==> config.mk <==
export PLATFORM = sky130hd
export DESIGN_NAME = apsp_relax
export DESIGN_NICKNAME = d
export VERILOG_FILES = /design/src/hdl/apsp_pkg.sv /design/src/hdl/apsp_relax.sv
export SDC_FILE = /design/constraint.sdc
export NUM_CORES = 1
export LEC_CHECK = 0
export ABC_CLOCK_PERIOD_IN_PS = 9300
export BUFFER_PORTS_ARGS = -buffer_cell sky130_fd_sc_hd__buf_2
export CORE_MARGIN = 2
export CORE_UTILIZATION = 50
export DETAILED_ROUTE_END_ITERATION = 6
export PLACE_DENSITY = 0.95
export SLEW_MARGIN = 30
export SYNTH_ARGS = -nofsm -noshare
export SYNTH_HDL_FRONTEND = slang
export SYNTH_SLANG_ARGS = --single-unit
==> constraint.sdc <==
create_clock -name vclk -period 9.3
set_clock_uncertainty 0.05 [all_clocks]
set_input_delay 1.86 -clock vclk [all_inputs]
set_output_delay 1.86 -clock vclk [all_outputs]
set_load 0.02 [all_outputs]
==> src/hdl/apsp_pkg.sv <==
`timescale 1ns / 1ps
// ----------------------------------------------------------------------------
// apsp_pkg
// Shared types, codes and the control store of the shortest path sequencer.
// ----------------------------------------------------------------------------
package apsp_pkg;

   localparam int DIST_W = 25;
   localparam int WGT_W  = 16;
   localparam int SRC_W  = 6;
   localparam int VC_W   = 7;
   localparam int STEP_W = 4;

   localparam logic [DIST_W-1:0] DIST_MIN = {1'b1, {(DIST_W-1){1'b0}}};
   localparam logic [DIST_W-1:0] DIST_MAX = {1'b0, {(DIST_W-1){1'b1}}};

   localparam logic [VC_W-1:0] VC_RESET = 7'd64;

   // register select, taken from paddr[2]
   localparam logic REG_VERTEX_COUNT = 1'b0;

   localparam logic KIND_READ = 1'b0;
   localparam logic KIND_DONE = 1'b1;

   typedef enum logic [1:0] {
      OP_CLEAR = 2'd0,
      OP_LOAD  = 2'd1,
      OP_SOLVE = 2'd2,
      OP_READ  = 2'd3
   } op_type;

   typedef struct packed {
      logic              ok;
      logic [DIST_W-1:0] val;
   } dist_entry_type;

   typedef logic [STEP_W-1:0] step_type;

   localparam step_type ST_CLR   = 4'd0;
   localparam step_type ST_IDLE  = 4'd1;
   localparam step_type ST_LOAD  = 4'd2;
   localparam step_type ST_RD0   = 4'd3;
   localparam step_type ST_RD1   = 4'd4;
   localparam step_type ST_S0    = 4'd5;
   localparam step_type ST_K0    = 4'd6;
   localparam step_type ST_I0    = 4'd7;
   localparam step_type ST_I1    = 4'd8;
   localparam step_type ST_J0    = 4'd9;
   localparam step_type ST_J1    = 4'd10;
   localparam step_type ST_I2    = 4'd11;
   localparam step_type ST_K1    = 4'd12;
   localparam step_type ST_SDONE = 4'd13;

   typedef enum logic [1:0] {
      RD_NONE = 2'd0,
      RD_IK   = 2'd1,
      RD_PAIR = 2'd2,
      RD_REQ  = 2'd3
   } rd_sel_type;

   typedef enum logic [1:0] {
      WR_NONE  = 2'd0,
      WR_CLEAR = 2'd1,
      WR_LOAD  = 2'd2,
      WR_RELAX = 2'd3
   } wr_sel_type;

   typedef enum logic [1:0] {
      CTR_HOLD = 2'd0,
      CTR_ZERO = 2'd1,
      CTR_INC  = 2'd2
   } ctr_op_type;

   typedef enum logic [1:0] {
      EMIT_NONE = 2'd0,
      EMIT_READ = 2'd1,
      EMIT_DONE = 2'd2
   } emit_type;

   typedef enum logic [2:0] {
      COND_ALWAYS   = 3'd0,
      COND_NEXT     = 3'd1,
      COND_DISPATCH = 3'd2,
      COND_J_MORE   = 3'd3,
      COND_I_MORE   = 3'd4,
      COND_K_MORE   = 3'd5,
      COND_N_ZERO   = 3'd6,
      COND_CLR_MORE = 3'd7
   } cond_type;

   typedef struct packed {
      rd_sel_type rd;
      wr_sel_type wr;
      ctr_op_type k_op;
      ctr_op_type i_op;
      ctr_op_type j_op;
      logic       latch_ik;
      emit_type   emit;
      cond_type   cond;
      step_type   target;
   } ucode_type;

   function automatic step_type op_entry(op_type op);
      step_type s;
      case (op)
         OP_CLEAR: s = ST_CLR;
         OP_LOAD:  s = ST_LOAD;
         OP_SOLVE: s = ST_S0;
         OP_READ:  s = ST_RD0;
         default:  s = ST_IDLE;
      endcase
      return s;
   endfunction

   function automatic ucode_type ucode_rom(step_type s);
      ucode_type w;
      w = '{rd: RD_NONE, wr: WR_NONE, k_op: CTR_HOLD, i_op: CTR_HOLD, j_op: CTR_HOLD,
            latch_ik: 1'b0, emit: EMIT_NONE, cond: COND_NEXT, target: ST_IDLE};
      case (s)
         ST_CLR: begin
            w.wr     = WR_CLEAR;
            w.cond   = COND_CLR_MORE;
            w.target = ST_CLR;
         end
         ST_IDLE: begin
            w.cond = COND_DISPATCH;
         end
         ST_LOAD: begin
            w.wr   = WR_LOAD;
            w.cond = COND_ALWAYS;
         end
         ST_RD0: begin
            w.rd = RD_REQ;
         end
         ST_RD1: begin
            w.emit = EMIT_READ;
            w.cond = COND_ALWAYS;
         end
         ST_S0: begin
            w.k_op   = CTR_ZERO;
            w.cond   = COND_N_ZERO;
            w.target = ST_SDONE;
         end
         ST_K0: begin
            w.i_op = CTR_ZERO;
         end
         ST_I0: begin
            w.rd   = RD_IK;
            w.j_op = CTR_ZERO;
         end
         ST_I1: begin
            w.latch_ik = 1'b1;
         end
         ST_J0: begin
            w.rd = RD_PAIR;
         end
         ST_J1: begin
            w.wr     = WR_RELAX;
            w.j_op   = CTR_INC;
            w.cond   = COND_J_MORE;
            w.target = ST_J0;
         end
         ST_I2: begin
            w.i_op   = CTR_INC;
            w.cond   = COND_I_MORE;
            w.target = ST_I0;
         end
         ST_K1: begin
            w.k_op   = CTR_INC;
            w.cond   = COND_K_MORE;
            w.target = ST_K0;
         end
         ST_SDONE: begin
            w.emit = EMIT_DONE;
            w.cond = COND_ALWAYS;
         end
         default: begin
            w.cond = COND_ALWAYS;
         end
      endcase
      return w;
   endfunction

endpackage

==> src/hdl/apsp_relax.sv <==
`timescale 1ns / 1ps
// ----------------------------------------------------------------------------
// apsp_relax
// One relaxation step: saturating sum through k and compare with the entry.
// ----------------------------------------------------------------------------
module apsp_relax (
   input  apsp_pkg::dist_entry_type ik,
   input  apsp_pkg::dist_entry_type kj,
   input  apsp_pkg::dist_entry_type ij,
   output logic                     better,
   output logic [apsp_pkg::DIST_W-1:0] sum
);

   logic [apsp_pkg::DIST_W:0] raw;

   always_comb begin
      raw = {ik.val[apsp_pkg::DIST_W-1], ik.val} + {kj.val[apsp_pkg::DIST_W-1], kj.val};
      if (raw[apsp_pkg::DIST_W] != raw[apsp_pkg::DIST_W-1]) begin
         sum = raw[apsp_pkg::DIST_W] ? apsp_pkg::DIST_MIN : apsp_pkg::DIST_MAX;
      end else begin
         sum = raw[apsp_pkg::DIST_W-1:0];
      end
      better = ik.ok && kj.ok && (!ij.ok || ($signed(sum) < $signed(ij.val)));
   end

endmodule

=== Yosys cells after proc, flatten, opt, wreduce, memory -nomap -nowiden ===
Cells that the tools add are included.

* Word-level logic and storage cells: 9
* Output and inout bits: 26
* Flip-flop bits (word level): 0
* Input port bits: 78

* Equal/unequal tests: 1
* Muxes and demuxes: 2
* Reductions and logical operators: 4
* Add/subtract/negate cells: 1
* Magnitude comparators: 1

{| class="wikitable"
|+ Operator list
! cell !! count
|-
| $mux 25 || 2
|-
| $add 25x25->26 || 1
|-
| $lt 25x25->1 || 1
|-
| $logic_and 1x1->1 || 2
|-
| $logic_not 1->1 || 1
|-
| $logic_or 1x1->1 || 1
|-
| $ne 1x1->1 || 1
|}

=== Longest topological paths before layout ===
* Word-level depth: 6
* Gate-level depth with buffers: 21
* Depth with buffers taken out: 21

=== Worst setup path after synthesis ===
Ideal clock, no wire load.

* Path kind: input-to-output
* Start: in ik[0] (netlist name)
* End: out better
* Setup slack: 1.555 ns
* Data arrival time: 5.835 ns
* Required time: 7.390 ns
* Cell stages on the path: 19
* Buffers on the path: 1
* Cells stage by stage: ha_1 -> fa_1 -> a211oi_2 -> nor2_1 -> a22oi_4 -> o21ai_2 -> a211oi_4 -> xnor2_4 -> nor2_8 -> buf_8 -> a21oi_1 -> ha_1 -> a21o_1 -> a21o_1 -> a21oi_1 -> o211ai_1 -> maj3_2 -> nand2_1 -> o2111a_1

* Longest elaborated chain between the ends: 6
* Elaborated cells between the ends (all ways): 7
* Classes of those cells: add/sub: 1; order compare: 1; eq/ne: 1; mux: 2; reduce/logical: 2

{| class="wikitable"
|+ RTL lines
! element !! line !! source
|-
| start: declaration || apsp_relax.sv:7 || <nowiki>input apsp_pkg::dist_entry_type ik,</nowiki>
|-
| $add 25x25->26 * || apsp_relax.sv:17 || <nowiki>raw = {ik.val[apsp_pkg::DIST_W-1], ik.val} + {kj.val[apsp_pkg::DIST_W-1], kj.val};</nowiki>
|-
| $mux 25 or $ne 1x1->1 (tied branches) || apsp_relax.sv:19, apsp_relax.sv:18 ||
|-
| $mux 25 * || apsp_relax.sv:18 || <nowiki>if (raw[apsp_pkg::DIST_W] != raw[apsp_pkg::DIST_W-1]) begin</nowiki>
|-
| named net sum (one bit) || apsp_relax.sv:11 || <nowiki>output logic [apsp_pkg::DIST_W-1:0] sum</nowiki>
|-
| $lt 25x25->1 * || apsp_relax.sv:23 || <nowiki>better = ik.ok && kj.ok && (!ij.ok || ($signed(sum) < $signed(ij.val)));</nowiki>
|-
| $logic_or 1x1->1 * || apsp_relax.sv:23 ||
|-
| $logic_and 1x1->1 * || apsp_relax.sv:23 ||
|-
| end: declaration || apsp_relax.sv:10 || <nowiki>output logic better,</nowiki>
|}

Mark *: on every way through the listed nets, which the timed path passes. The rest lies on a longest branch.

=== Worst setup path in the final report ===
* Start: in ik[0] (netlist name)
* End: out better

* Longest elaborated chain between the ends: 6
* Elaborated cells between the ends (all ways): 7
* Classes of those cells: add/sub: 1; order compare: 1; eq/ne: 1; mux: 2; reduce/logical: 2

{| class="wikitable"
|+ RTL lines
! element !! line
|-
| $add 25x25->26 * || apsp_relax.sv:17
|-
| $mux 25 or $ne 1x1->1 (tied branches) || apsp_relax.sv:19, apsp_relax.sv:18
|-
| $mux 25 * || apsp_relax.sv:18
|-
| $lt 25x25->1 * || apsp_relax.sv:23
|-
| $logic_or 1x1->1 * || apsp_relax.sv:23
|-
| $logic_and 1x1->1 * || apsp_relax.sv:23
|}

Mark *: on every way between the ends. The rest lies on a longest branch, timed or not.

==> results.md <==
* GR Overflow Total at 0
* DPL Wire Length at approximately 5.5 mm
* Pin count of the biggest net entering global routing at 18
* Port bufs at 104
* Critical path arrival at 6.34 ns
* Synth area leader: ha_1
* Largest family of logic cells by synthesized area: compound AO/OA/AOI/OAI gates
* Final setup fails at 0
* IO Pins at roughly 100
* Die Span Y at 70.7 µm
* Total routed wirelength at about 6.4 mm
* Via count at 2574
* Syn avg cell area at between 7 and 8 µm²
* Fin crit share at 0.887
* Share of cells above drive strength 1 at 0.349
* Synthesized instance count at between 200 and 300
* Post-synth cell types at 60
* Diode count at 0
* Via density at 5.86
* Sequential area share after synthesis at 0
* Final setup margin at approximately 1.0 ns
* Leak at 1.51 nW
* F_max at ~0.12 GHz
* Final Hold Fails at 0
* GRT Total Usage at 0.245
* PD cells at 117 nW/µm²
* PostCTS Resize Cnt at 0
* Slew Limit Fails at 0
* Cell area after synthesis at ~2200 µm²
* First-pass GRT wire length at 10.5 mm
* Number of antenna-violating nets in the routed design at 0
* Avg WL per Cell at 14.5 µm
* RSZ-0062 raised after global routing: false
* Synth Area in XOR/XNOR at 0.0983
* P&R area growth vs syn at 24.2%
* Initial DRC Count at 137
* Multiplexer share of the synthesized area at 0
* Starting Density at 0.515
* Worst EP required at 7.39 ns
* Top cell type's share of synthesized area at 0.270
* # DRC at 0
* VDD IR max at 0.0669 mV
* WS Path Type: in -> out
* Hold-fix buffers, CTS at 0
* Min Tclk post-route at between 8 and 9 ns
* Core ar. at ~4300 µm²
* Placer congestion estimate at 0.934
* DRT Pass-1 Iters at 4
* Initial antenna violation count at 0
* Fill cells at between 300 and 400
* # nets final at 516
* Worst slew margin at 0.694
* Worst-margin pin slew at 0.447 ns
* Sequential cell area at 0 µm²
* Simple-gate portion of the synthesized area at 0.158
* CP max FO at 10
* Crit end category: primary output
* Dpl ws at ~1.1 ns
* Compound-Gate Fraction of Synth Area at 0.368
* Die area at 5000 µm²
* Final setup TNS at 0 ns
* Syn_nets at 415
* Worst setup SP type: input pin
* Multi-input gate area at 2070 µm²
* Maxcap violations at 0
* Pwr Total at 324 µW
* Post-Synth Adder-Cell Area at 0.307
* Die width at between 70 and 80 µm
* Yosys warnings at 0
* Post-CTS Setup Inserts at 0
* Area contributors post-synth: ha_1 (27%), a21o_1 (6.1%), xnor2_1 (5.9%)
* Vias in the first global route at 2348
* Type of the worst min-delay path: in -> out
* FFs & Latches at 0
* Site Rows at 24
* Status: finished clean
* CLK BUF at 0
through the flow:
step,utilization,hold slack [ns],area (µm²),cells
2_1_floorplan,-,3.85,2230,288
3_3_place_gp,0.639,4.03,2770,439
3_5_place_dp,0.639,4.03,2770,439
4_1_cts,0.639,4.03,2770,439
5_1_grt,0.639,4.04,2770,439
6_report,0.639,4.03,2770,439
layout by cell type, fill, tap and decap left out, drive strengths merged, types with 8 or more instances in the layout:
cell type,count
a21o,18
a21oi,29
buf,104
ha,48
inv,28
nand2,19
nand3,8
nor2,16
o21ai,27
xnor2,16
cells in the mapped netlist (2+ instances only):
library cell / count
nand3_1: 8
a31oi_1: 2
nor3_1: 4
nor2_1: 14
o31ai_1: 3
o21ai_2: 8
o41ai_1: 2
nand4_1: 4
a21boi_2: 2
a21o_1: 18
o21ba_2: 2
xnor2_1: 15
and3_1: 4
inv_1: 28
nor2b_1: 3
a21oi_1: 26
maj3_2: 2
ha_1: 48
a211oi_1: 3
xor2_1: 5
o21bai_1: 4
nand2_1: 17
nand2b_1: 5
a21oi_2: 3
o2111ai_1: 2
buf_6: 2
o21ai_0: 18
maj3_1: 4
final timing paths:
kind | startpoint | endpoint | slack [ns] | depth (start not counted)
setup / recovery | ik[0] | better | 1.05 | 21
hold / removal | ik[25] | better | 4.03 | 3
kinds of logic after synthesis:
group | count (synthesis)
fa+ha+maj | 55
simple gates | 67
xor+xnor | 22
compound gates | 111
buf+inv | 33
power by group:
group	internal (mW)	total (mW)	switching, mW
logic	0.130	0.324	0.194
registers	0	0	0
clock network	0	0	0
total	0.130	0.324	0.194
cell type report:
type | instances | area share
multi-input cells | 255 | 0.750
repair buffers | 104 | 0.188
inverters | 28 | 0.0380
well taps | 52 | 0.0235
worst max-delay path: stages:
cell and delay, ns:
buf_2 0.10, ha_1 0.22, fa_1 0.47, a211oi_2 0.21, nor2_1 0.14, a22oi_4 0.20
o21ai_2 0.14, a211oi_4 0.42, xnor2_4 0.22, maj3_1 0.44, ha_1 0.31, a211oi_1 0.22
o21ai_0 0.13, a31oi_1 0.17, nor2b_1 0.06, o21ai_0 0.18, o211ai_1 0.12, maj3_2 0.32
nand2_1 0.08, o2111a_1 0.16, buf_2 0.16
layer usage:
metal,vias up,track usage,part of all wire
met2,119,0.418,0.48
met4,0,0.0566,0.024
li1,1280,-,-
met1,1157,0.346,0.44
met3,18,0.00427,0.057
met5,-,0,0
No activity file was read; power rests on OpenSTA's default activity.
