[config.mk]
export PLATFORM = sky130hd
export DESIGN_NAME = apsp_sequencer
export DESIGN_NICKNAME = d
export VERILOG_FILES = /design/src/hdl/apsp_pkg.sv /design/src/hdl/apsp_sequencer.sv
export SDC_FILE = /design/constraint.sdc
export NUM_CORES = 1
export LEC_CHECK = 0
export BUFFER_PORTS_ARGS = -buffer_cell sky130_fd_sc_hd__buf_4
export CAP_MARGIN = 20
export CORE_ASPECT_RATIO = 1.75
export CORE_UTILIZATION = 45
export DETAILED_ROUTE_END_ITERATION = 8
export MAX_ROUTING_LAYER = met4
export PLACE_DENSITY = 0.74
export RECOVER_POWER = 50
export SETUP_SLACK_MARGIN = 0.3
export SLEW_MARGIN = 20
export SYNTH_ARGS = -nofsm -noshare
export SYNTH_HDL_FRONTEND = slang
export SYNTH_SLANG_ARGS = --single-unit
export TNS_END_PERCENT = 20
[constraint.sdc]
create_clock -name clock -period 4.91 [get_ports clock]
set_clock_uncertainty 0.15 [all_clocks]
set_input_delay 0.491 -clock clock [delete_from_list [all_inputs] [get_ports clock]]
set_output_delay 0.491 -clock clock [all_outputs]
set_load 0.01 [all_outputs]
[src/hdl/apsp_pkg.sv]
`timescale 1ns / 1ps
// ----------------------------------------------------------------------------
// apsp_pkg
// Shared types, codes and the control store of the shortest path sequencer.
// ----------------------------------------------------------------------------
package apsp_pkg;

   localparam int DIST_W = 25;
   localparam int WGT_W  = 16;
   localparam int SRC_W  = 6;
   localparam int VC_W   = 7;
   localparam int STEP_W = 4;

   localparam logic [DIST_W-1:0] DIST_MIN = {1'b1, {(DIST_W-1){1'b0}}};
   localparam logic [DIST_W-1:0] DIST_MAX = {1'b0, {(DIST_W-1){1'b1}}};

   localparam logic [VC_W-1:0] VC_RESET = 7'd64;

   // register select, taken from paddr[2]
   localparam logic REG_VERTEX_COUNT = 1'b0;

   localparam logic KIND_READ = 1'b0;
   localparam logic KIND_DONE = 1'b1;

   typedef enum logic [1:0] {
      OP_CLEAR = 2'd0,
      OP_LOAD  = 2'd1,
      OP_SOLVE = 2'd2,
      OP_READ  = 2'd3
   } op_type;

   typedef struct packed {
      logic              ok;
      logic [DIST_W-1:0] val;
   } dist_entry_type;

   typedef logic [STEP_W-1:0] step_type;

   localparam step_type ST_CLR   = 4'd0;
   localparam step_type ST_IDLE  = 4'd1;
   localparam step_type ST_LOAD  = 4'd2;
   localparam step_type ST_RD0   = 4'd3;
   localparam step_type ST_RD1   = 4'd4;
   localparam step_type ST_S0    = 4'd5;
   localparam step_type ST_K0    = 4'd6;
   localparam step_type ST_I0    = 4'd7;
   localparam step_type ST_I1    = 4'd8;
   localparam step_type ST_J0    = 4'd9;
   localparam step_type ST_J1    = 4'd10;
   localparam step_type ST_I2    = 4'd11;
   localparam step_type ST_K1    = 4'd12;
   localparam step_type ST_SDONE = 4'd13;

   typedef enum logic [1:0] {
      RD_NONE = 2'd0,
      RD_IK   = 2'd1,
      RD_PAIR = 2'd2,
      RD_REQ  = 2'd3
   } rd_sel_type;

   typedef enum logic [1:0] {
      WR_NONE  = 2'd0,
      WR_CLEAR = 2'd1,
      WR_LOAD  = 2'd2,
      WR_RELAX = 2'd3
   } wr_sel_type;

   typedef enum logic [1:0] {
      CTR_HOLD = 2'd0,
      CTR_ZERO = 2'd1,
      CTR_INC  = 2'd2
   } ctr_op_type;

   typedef enum logic [1:0] {
      EMIT_NONE = 2'd0,
      EMIT_READ = 2'd1,
      EMIT_DONE = 2'd2
   } emit_type;

   typedef enum logic [2:0] {
      COND_ALWAYS   = 3'd0,
      COND_NEXT     = 3'd1,
      COND_DISPATCH = 3'd2,
      COND_J_MORE   = 3'd3,
      COND_I_MORE   = 3'd4,
      COND_K_MORE   = 3'd5,
      COND_N_ZERO   = 3'd6,
      COND_CLR_MORE = 3'd7
   } cond_type;

   typedef struct packed {
      rd_sel_type rd;
      wr_sel_type wr;
      ctr_op_type k_op;
      ctr_op_type i_op;
      ctr_op_type j_op;
      logic       latch_ik;
      emit_type   emit;
      cond_type   cond;
      step_type   target;
   } ucode_type;

   function automatic step_type op_entry(op_type op);
      step_type s;
      case (op)
         OP_CLEAR: s = ST_CLR;
         OP_LOAD:  s = ST_LOAD;
         OP_SOLVE: s = ST_S0;
         OP_READ:  s = ST_RD0;
         default:  s = ST_IDLE;
      endcase
      return s;
   endfunction

   function automatic ucode_type ucode_rom(step_type s);
      ucode_type w;
      w = '{rd: RD_NONE, wr: WR_NONE, k_op: CTR_HOLD, i_op: CTR_HOLD, j_op: CTR_HOLD,
            latch_ik: 1'b0, emit: EMIT_NONE, cond: COND_NEXT, target: ST_IDLE};
      case (s)
         ST_CLR: begin
            w.wr     = WR_CLEAR;
            w.cond   = COND_CLR_MORE;
            w.target = ST_CLR;
         end
         ST_IDLE: begin
            w.cond = COND_DISPATCH;
         end
         ST_LOAD: begin
            w.wr   = WR_LOAD;
            w.cond = COND_ALWAYS;
         end
         ST_RD0: begin
            w.rd = RD_REQ;
         end
         ST_RD1: begin
            w.emit = EMIT_READ;
            w.cond = COND_ALWAYS;
         end
         ST_S0: begin
            w.k_op   = CTR_ZERO;
            w.cond   = COND_N_ZERO;
            w.target = ST_SDONE;
         end
         ST_K0: begin
            w.i_op = CTR_ZERO;
         end
         ST_I0: begin
            w.rd   = RD_IK;
            w.j_op = CTR_ZERO;
         end
         ST_I1: begin
            w.latch_ik = 1'b1;
         end
         ST_J0: begin
            w.rd = RD_PAIR;
         end
         ST_J1: begin
            w.wr     = WR_RELAX;
            w.j_op   = CTR_INC;
            w.cond   = COND_J_MORE;
            w.target = ST_J0;
         end
         ST_I2: begin
            w.i_op   = CTR_INC;
            w.cond   = COND_I_MORE;
            w.target = ST_I0;
         end
         ST_K1: begin
            w.k_op   = CTR_INC;
            w.cond   = COND_K_MORE;
            w.target = ST_K0;
         end
         ST_SDONE: begin
            w.emit = EMIT_DONE;
            w.cond = COND_ALWAYS;
         end
         default: begin
            w.cond = COND_ALWAYS;
         end
      endcase
      return w;
   endfunction

endpackage

[src/hdl/apsp_sequencer.sv]
`timescale 1ns / 1ps
// ----------------------------------------------------------------------------
// apsp_sequencer
// Step counter over the control store, loop counters and branch conditions.
// ----------------------------------------------------------------------------
module apsp_sequencer #(
   parameter int CNT_W  = 7,
   parameter int ADDR_W = 12
) (
   input  logic                    clock,
   input  logic                    reset,
   input  logic                    accept,
   input  apsp_pkg::op_type        req_op,
   input  logic [CNT_W-1:0]        n_eff,
   output apsp_pkg::ucode_type     ctrl,
   output logic                    busy,
   output logic [CNT_W-1:0]        k_cnt,
   output logic [CNT_W-1:0]        i_cnt,
   output logic [CNT_W-1:0]        j_cnt,
   output logic [ADDR_W-1:0]       clr_cnt
);

   apsp_pkg::step_type upc_ff, upc_in;
   logic [CNT_W-1:0]   k_ff, k_in, i_ff, i_in, j_ff, j_in;
   logic [CNT_W-1:0]   k_nx, i_nx, j_nx;
   logic [ADDR_W-1:0]  clr_ff, clr_in;
   logic               cond_hit;

   function automatic logic [CNT_W-1:0] ctr_next(apsp_pkg::ctr_op_type op,
                                                 logic [CNT_W-1:0] v,
                                                 logic [CNT_W-1:0] nx);
      logic [CNT_W-1:0] r;
      case (op)
         apsp_pkg::CTR_ZERO: r = '0;
         apsp_pkg::CTR_INC:  r = nx;
         default:            r = v;
      endcase
      return r;
   endfunction

   assign ctrl = apsp_pkg::ucode_rom(upc_ff);
   assign k_nx = k_ff + CNT_W'(1);
   assign i_nx = i_ff + CNT_W'(1);
   assign j_nx = j_ff + CNT_W'(1);

   always_comb begin
      case (ctrl.cond)
         apsp_pkg::COND_J_MORE:   cond_hit = (j_nx < n_eff);
         apsp_pkg::COND_I_MORE:   cond_hit = (i_nx < n_eff);
         apsp_pkg::COND_K_MORE:   cond_hit = (k_nx < n_eff);
         apsp_pkg::COND_N_ZERO:   cond_hit = (n_eff == '0);
         apsp_pkg::COND_CLR_MORE: cond_hit = (clr_ff != '1);
         default:                 cond_hit = 1'b0;
      endcase

      case (ctrl.cond)
         apsp_pkg::COND_ALWAYS: begin
            upc_in = ctrl.target;
         end
         apsp_pkg::COND_NEXT: begin
            upc_in = upc_ff + apsp_pkg::STEP_W'(1);
         end
         apsp_pkg::COND_DISPATCH: begin
            upc_in = accept ? apsp_pkg::op_entry(req_op) : upc_ff;
         end
         default: begin
            upc_in = cond_hit ? ctrl.target : upc_ff + apsp_pkg::STEP_W'(1);
         end
      endcase

      k_in   = ctr_next(ctrl.k_op, k_ff, k_nx);
      i_in   = ctr_next(ctrl.i_op, i_ff, i_nx);
      j_in   = ctr_next(ctrl.j_op, j_ff, j_nx);
      clr_in = (ctrl.wr == apsp_pkg::WR_CLEAR) ? clr_ff + ADDR_W'(1) : '0;
   end

   always_ff @(posedge clock) begin
      if (reset) begin
         upc_ff <= apsp_pkg::ST_CLR;
         k_ff   <= '0;
         i_ff   <= '0;
         j_ff   <= '0;
         clr_ff <= '0;
      end else begin
         upc_ff <= upc_in;
         k_ff   <= k_in;
         i_ff   <= i_in;
         j_ff   <= j_in;
         clr_ff <= clr_in;
      end
   end

   assign busy    = (upc_ff != apsp_pkg::ST_IDLE);
   assign k_cnt   = k_ff;
   assign i_cnt   = i_ff;
   assign j_cnt   = j_ff;
   assign clr_cnt = clr_ff;

endmodule

* After elaboration in Yosys (flattened, before gate mapping)
Index checks and enable logic that the tools add are counted.
** Storage, ports and cells
- Output and inout port bits :: 54
- Bits of input ports :: 12
- Register bits :: 37
** Operators by class
- Bitwise operators :: 1
- Add/sub/neg operators :: 5
- Magnitude comparators :: 3
- Reduce and logical (&&, ||, !) cells :: 9
- Eq/ne operators :: 33
- Multiplexer cells :: 17
** Operators by type and width (number)
- 7-bit one-hot mux with 2 select lines :: 3
- 4-bit equality test (second input constant) :: 6
- 7-bit by 1-bit adder with 7-bit output (second input constant) :: 3
- 7-bit < comparator :: 3
- 3-bit one-hot mux with 7 select lines :: 1
- 4-bit one-hot mux with 5 select lines :: 1
- 4-bit by 3-bit equality test with 1-bit output (second input constant) :: 4
- 2-bit one-hot mux with 2 select lines :: 4
- 4-bit one-hot mux with 4 select lines :: 1
- 12-bit by 1-bit adder with 12-bit output (second input constant) :: 1
- 3-bit equality test (second input constant) :: 4
- 12-bit inequality test (second input constant) :: 1
- 2-bit one-hot mux with 3 select lines :: 2
- 4-bit one-hot mux with 3 select lines :: 1
- 2-bit by 1-bit equality test with 1-bit output (second input constant) :: 5
- 2-bit equality test (second input constant) :: 5
- 4-bit by 2-bit equality test with 1-bit output (second input constant) :: 2
- 4-bit two-way mux :: 2
- 7-bit zero test :: 1
- 3-bit by 2-bit equality test with 1-bit output (second input constant) :: 2
- 2-bit nonzero test :: 3
- 1-bit one-hot mux with 5 select lines :: 1
- 5-bit OR reduction :: 1
- 4-bit by 1-bit adder with 4-bit output (second input constant) :: 1
- 10 further kinds :: 10

* Logic depth before layout (Yosys ltp)
- Word-level depth :: 7
- Gate-level depth with buffers :: 11
- Mapped depth without buffers :: 11

* Worst setup path before layout
No wires, ideal clock.
- Path type :: register to register
- Start :: register k_ff[0], in the netlist k_cnt[0]
- End :: register upc_ff[0]
- Cell stages (with the launch flop) :: 12
- Arrival time :: 2.339 ns
- Data required time :: 4.638 ns
- Slack :: 2.300 ns
- Setup time :: 0.122 ns
- Cell sequence :: dfxtp_1 > ha_1 > nand3_1 > nor2_1 > xor2_1 > ha_1 > nand2_1 > nor3_1 > a21oi_1 > o2bb2ai_1 > o21a_4 > o311a_1
** On the way
- Cells in the longest elaborated chain, start to end :: 5
** RTL lines
- start: declaration :: line apsp_sequencer.sv:24 : logic [CNT_W-1:0] k_ff, k_in, i_ff, i_in, j_ff, j_in;
- start signal: assignment :: line apsp_sequencer.sv:86 : k_ff <= k_in;
- 7-bit by 1-bit adder with 7-bit output :: line apsp_sequencer.sv:42 : assign k_nx = k_ff + CNT_W'(1);
- 7-bit < comparator :: line apsp_sequencer.sv:50 : apsp_pkg::COND_K_MORE: cond_hit = (k_nx < n_eff);
- 1-bit one-hot mux with 5 select lines :: line apsp_sequencer.sv:47 : case (ctrl.cond)
- 4-bit two-way mux :: line apsp_sequencer.sv:67 : upc_in = cond_hit ? ctrl.target : upc_ff + apsp_pkg::STEP_W'(1);
- 4-bit one-hot mux with 3 select lines :: line apsp_sequencer.sv:56 : case (ctrl.cond)
- end signal: assignment :: line apsp_sequencer.sv:79 : upc_ff <= apsp_pkg::ST_CLR;
- end signal: assignment :: line apsp_sequencer.sv:85 : upc_ff <= upc_in;
- end: declaration :: line apsp_sequencer.sv:23 : apsp_pkg::step_type upc_ff, upc_in;
No other way between the ends.
A chain may end at the register's enable or synchronous reset.

* Worst setup path after layout
- Start :: register i_ff[0], in the netlist i_cnt[0]
- End :: register upc_ff[3]
** On the way
- Cells in the longest elaborated chain, start to end :: 5
** RTL lines
- start: declaration :: line apsp_sequencer.sv:24
- start signal: assignment :: line apsp_sequencer.sv:87 : i_ff <= i_in;
- 7-bit by 1-bit adder with 7-bit output :: line apsp_sequencer.sv:43 : assign i_nx = i_ff + CNT_W'(1);
- 7-bit < comparator :: line apsp_sequencer.sv:49 : apsp_pkg::COND_I_MORE: cond_hit = (i_nx < n_eff);
- 1-bit one-hot mux with 5 select lines :: line apsp_sequencer.sv:47
- 4-bit two-way mux :: line apsp_sequencer.sv:67
- 4-bit one-hot mux with 3 select lines :: line apsp_sequencer.sv:56
No other way between the ends.

==> results_dict.tcl <==
set metrics [dict create \
    die_x_um 62.4 \
    cp_cell_sequence "ha_1, nand3_1, nor2_1, xor2_1, ha_1, a21oi_1, o211ai_1, o2bb2ai_1, o21a_4, mux2i_1" \
    multi_input_area_mm2 0.00194 \
    crit_family "compound AO/OA/AOI/OAI gates" \
    rows 38 \
    ys_warn_count 0 \
    syn_to_final_growth_pct 15.7 \
    ys_top_cells_by_area "dfxtp_1 26%, ha_1 14%, nor2_1 5.5%" \
    register_area_um2 741 \
    grt_pass1_wl_um 11500 \
    cts_resized 0 \
    gr-usage-met2 0.402 \
    r2r_setup_slack_ns 2.10 \
    synth.largest_area_cell "dfxtp_1" \
    yosys.area.top_type_share 0.258 \
    whs_ns 0.325 \
    layout_commonest_cell "nor2_1" \
    cts_tree "done" \
    maxSlewHeadroom 0.560 \
    ys_async_sr_fraction 0 \
    drive_gt1_frac 0.112 \
    gp_congestion 0.971 \
    synth-seq-cells 37 \
    total_power_mw 1.20 \
    core_mm2 0.00618 \
    cts_buffers 5 \
    met3_usage 0.0381 \
    leakage_nw 1.44 \
    antenna_cells 0 \
    power.density_mw_per_mm2 362 \
    port_buffers 65 \
    cts_htree_levels 2 \
    track_usage 0.224 \
    hold_class "reg2reg" \
    post-route-min-period_ns 2.81 \
    finalNetCount 471 \
    drv_cap 0 \
    die_h_um 108 \
    syn_area_mm2 0.00287 \
    crit_top_cell "ha_1" \
    place_area_mm2 0.00336 \
    syn_area_per_cell_um2 7.72 \
    drtIter0Drc 233 \
    path_clk_slew_ns 0.07 \
    maxSlewViolCount 0 \
    start_util 0.464 \
    avgRoutedWirePerCell_um 14.5 \
    avgViaCountPerCell 5.53 \
    status "finished, final reports clean" \
    antenna_found_initial 0 \
    insertion_delay_ns 0.29 \
    grt_max_degree 27 \
    hold_buffers 0 \
    route.detailed.drc 0 \
    ys_seq_area_frac 0.258 \
    required_ns 4.98 \
    tightestPinTransition_ns 0.660 \
    layout_common_cells "42 x nor2_1, 37 x dfxtp_1, 35 x nand2_1" \
    vdd_drop_max_v 0.000258 \
    drt-total-wl_um 7380 \
    final-setup-viol-count 0 \
    critical_path_class "reg2reg" \
    hold_violations 0 \
    timing.critical_path.buf_inv 0 \
    cp_slowest_cell "dfxtp_1" \
    startpoint_type "register" \
    synth-edff-count 0 \
    post_cts_buffers 0 \
    grt_setup_unrepaired "false" \
    cts_sinks 37 \
    cp-end-kind "register" \
    dpl.hpwl_um 5850 \
    vias 2810 \
    cts_root_buffer "clkbuf_8" \
    grt_use_met1 0.232 \
    overflow 0 \
    clockBufferDepth 2 \
    crit_fanout 6 \
    grt_busiest_layer "met2" \
    netlist_instances 372 \
    syn_nets 415 \
    pin_count 66 \
    fp.dieArea_mm2 0.00671 \
    yosysUniqueCellTypes 55 \
    max_clock_freq_mhz 355 \
    fin_crit_sh 0.573 \
    setup_tns_ns 0 \
    grt_pass1_vias 2548 \
    nFillCells 651 \
    arrival_ns 2.89 \
    ant_nets 0 \
    final_cell_area_mm2 0.00332 \
    ys.flop_type "dfxtp_1" \
    slowest_delay_ns 0.45 \
    firstDrtPassIters 4 \
]
==> where the power goes <==
part | total, mW | internal (mW) | switching (mW) | leakage [nW]
Combinational | 0.639 | 0.264 | 0.374 | 1.09
Clock | 0.214 | 0.111 | 0.103 | 0.0443
Sequential | 0.349 | 0.317 | 0.0319 | 0.299
Total | 1.20 | 0.693 | 0.509 | 1.44
==> final cells by class <==
class | instances | area share
tap | 80 | 0.0301
clock buffer | 7 | 0.0260
multi-input combinational | 294 | 0.583
sequential | 37 | 0.223
inverter | 25 | 0.0283
timing repair buffer | 65 | 0.110
==> path summary, 6_finish.rpt <==
| kind | start | to | cells past startpoint |
|---|---|---|---|
| max | i_cnt[0] | upc_ff[3] | 10 |
| min | clr_cnt[0] | clr_cnt[0] | 1 |
| max reg2reg | i_cnt[0] | upc_ff[3] | 10 |
| min reg2reg | clr_cnt[0] | clr_cnt[0] | 1 |
==> flip-flops by register name, indices dropped and copies added, names as in the netlist <==
signal   flops
j_cnt        7
clr_cnt     12
upc_ff       4
k_cnt        7
i_cnt        7
==> cells in the mapped netlist, drive strengths merged (2+ instances only) <==
cell type / count
a31oi: 3
nand3b: 2
nor3b: 4
and2: 2
and3: 5
o2bb2ai: 2
o31ai: 2
o21a: 3
a21o: 4
mux2i: 4
mux2: 3
or3: 4
buf: 9
ha: 31
inv: 25
a21oi: 25
xnor2: 10
xor2: 15
nor2b: 6
a22oi: 4
nor3: 12
nand4: 2
clkbuf: 7
and4: 2
a2111oi: 2
a22o: 2
nor2: 42
nand3: 30
dfxtp: 37
nand2: 35
o21ai: 13
o211ai: 2
nand2b: 9
==> routing by layer <==
metal | vias up | share of wire
met5 | - | 0
met2 | 85 | 0.51
met1 | 1303 | 0.41
met3 | 17 | 0.052
li1 | 1405 | -
met4 | 0 | 0.030
==> metrics by stage <==
step,setup slack (ns),std cells,utilization
2_1_floorplan,2.30,372,-
3_3_place_gp,2.25,501,0.543
3_5_place_dp,2.13,501,0.543
4_1_cts,2.11,508,0.557
5_1_grt,1.91,508,0.537
6_report,2.10,508,0.537
==> cells by family (layout without fill, tap and decap cells) <==
group,after synthesis,after routing,share of synthesized area
adder cells (fa/ha/maj),31,31,0.135
XOR/XNOR,25,25,0.0763
flip-flops,37,37,0.258
multiplexers,7,7,0.0301
AO/OA/AOI/OAI,73,73,0.169
AND/OR/NAND/NOR,158,158,0.264
buffers and inverters,41,97,0.0676
==> worst reg2reg max path: cells and delay by family, from the launching register on <==
family | cells | cell delay [ns]
xor gates and xnor gates | 1 | 0.25
adders and majority gates | 2 | 0.57
AOI/OAI and AO/OA | 4 | 0.80
DFF | 1 | 0.45
and+or+nand+nor | 2 | 0.35
muxes | 1 | 0.18
Note: power is estimated with default switching activity, not from simulation.
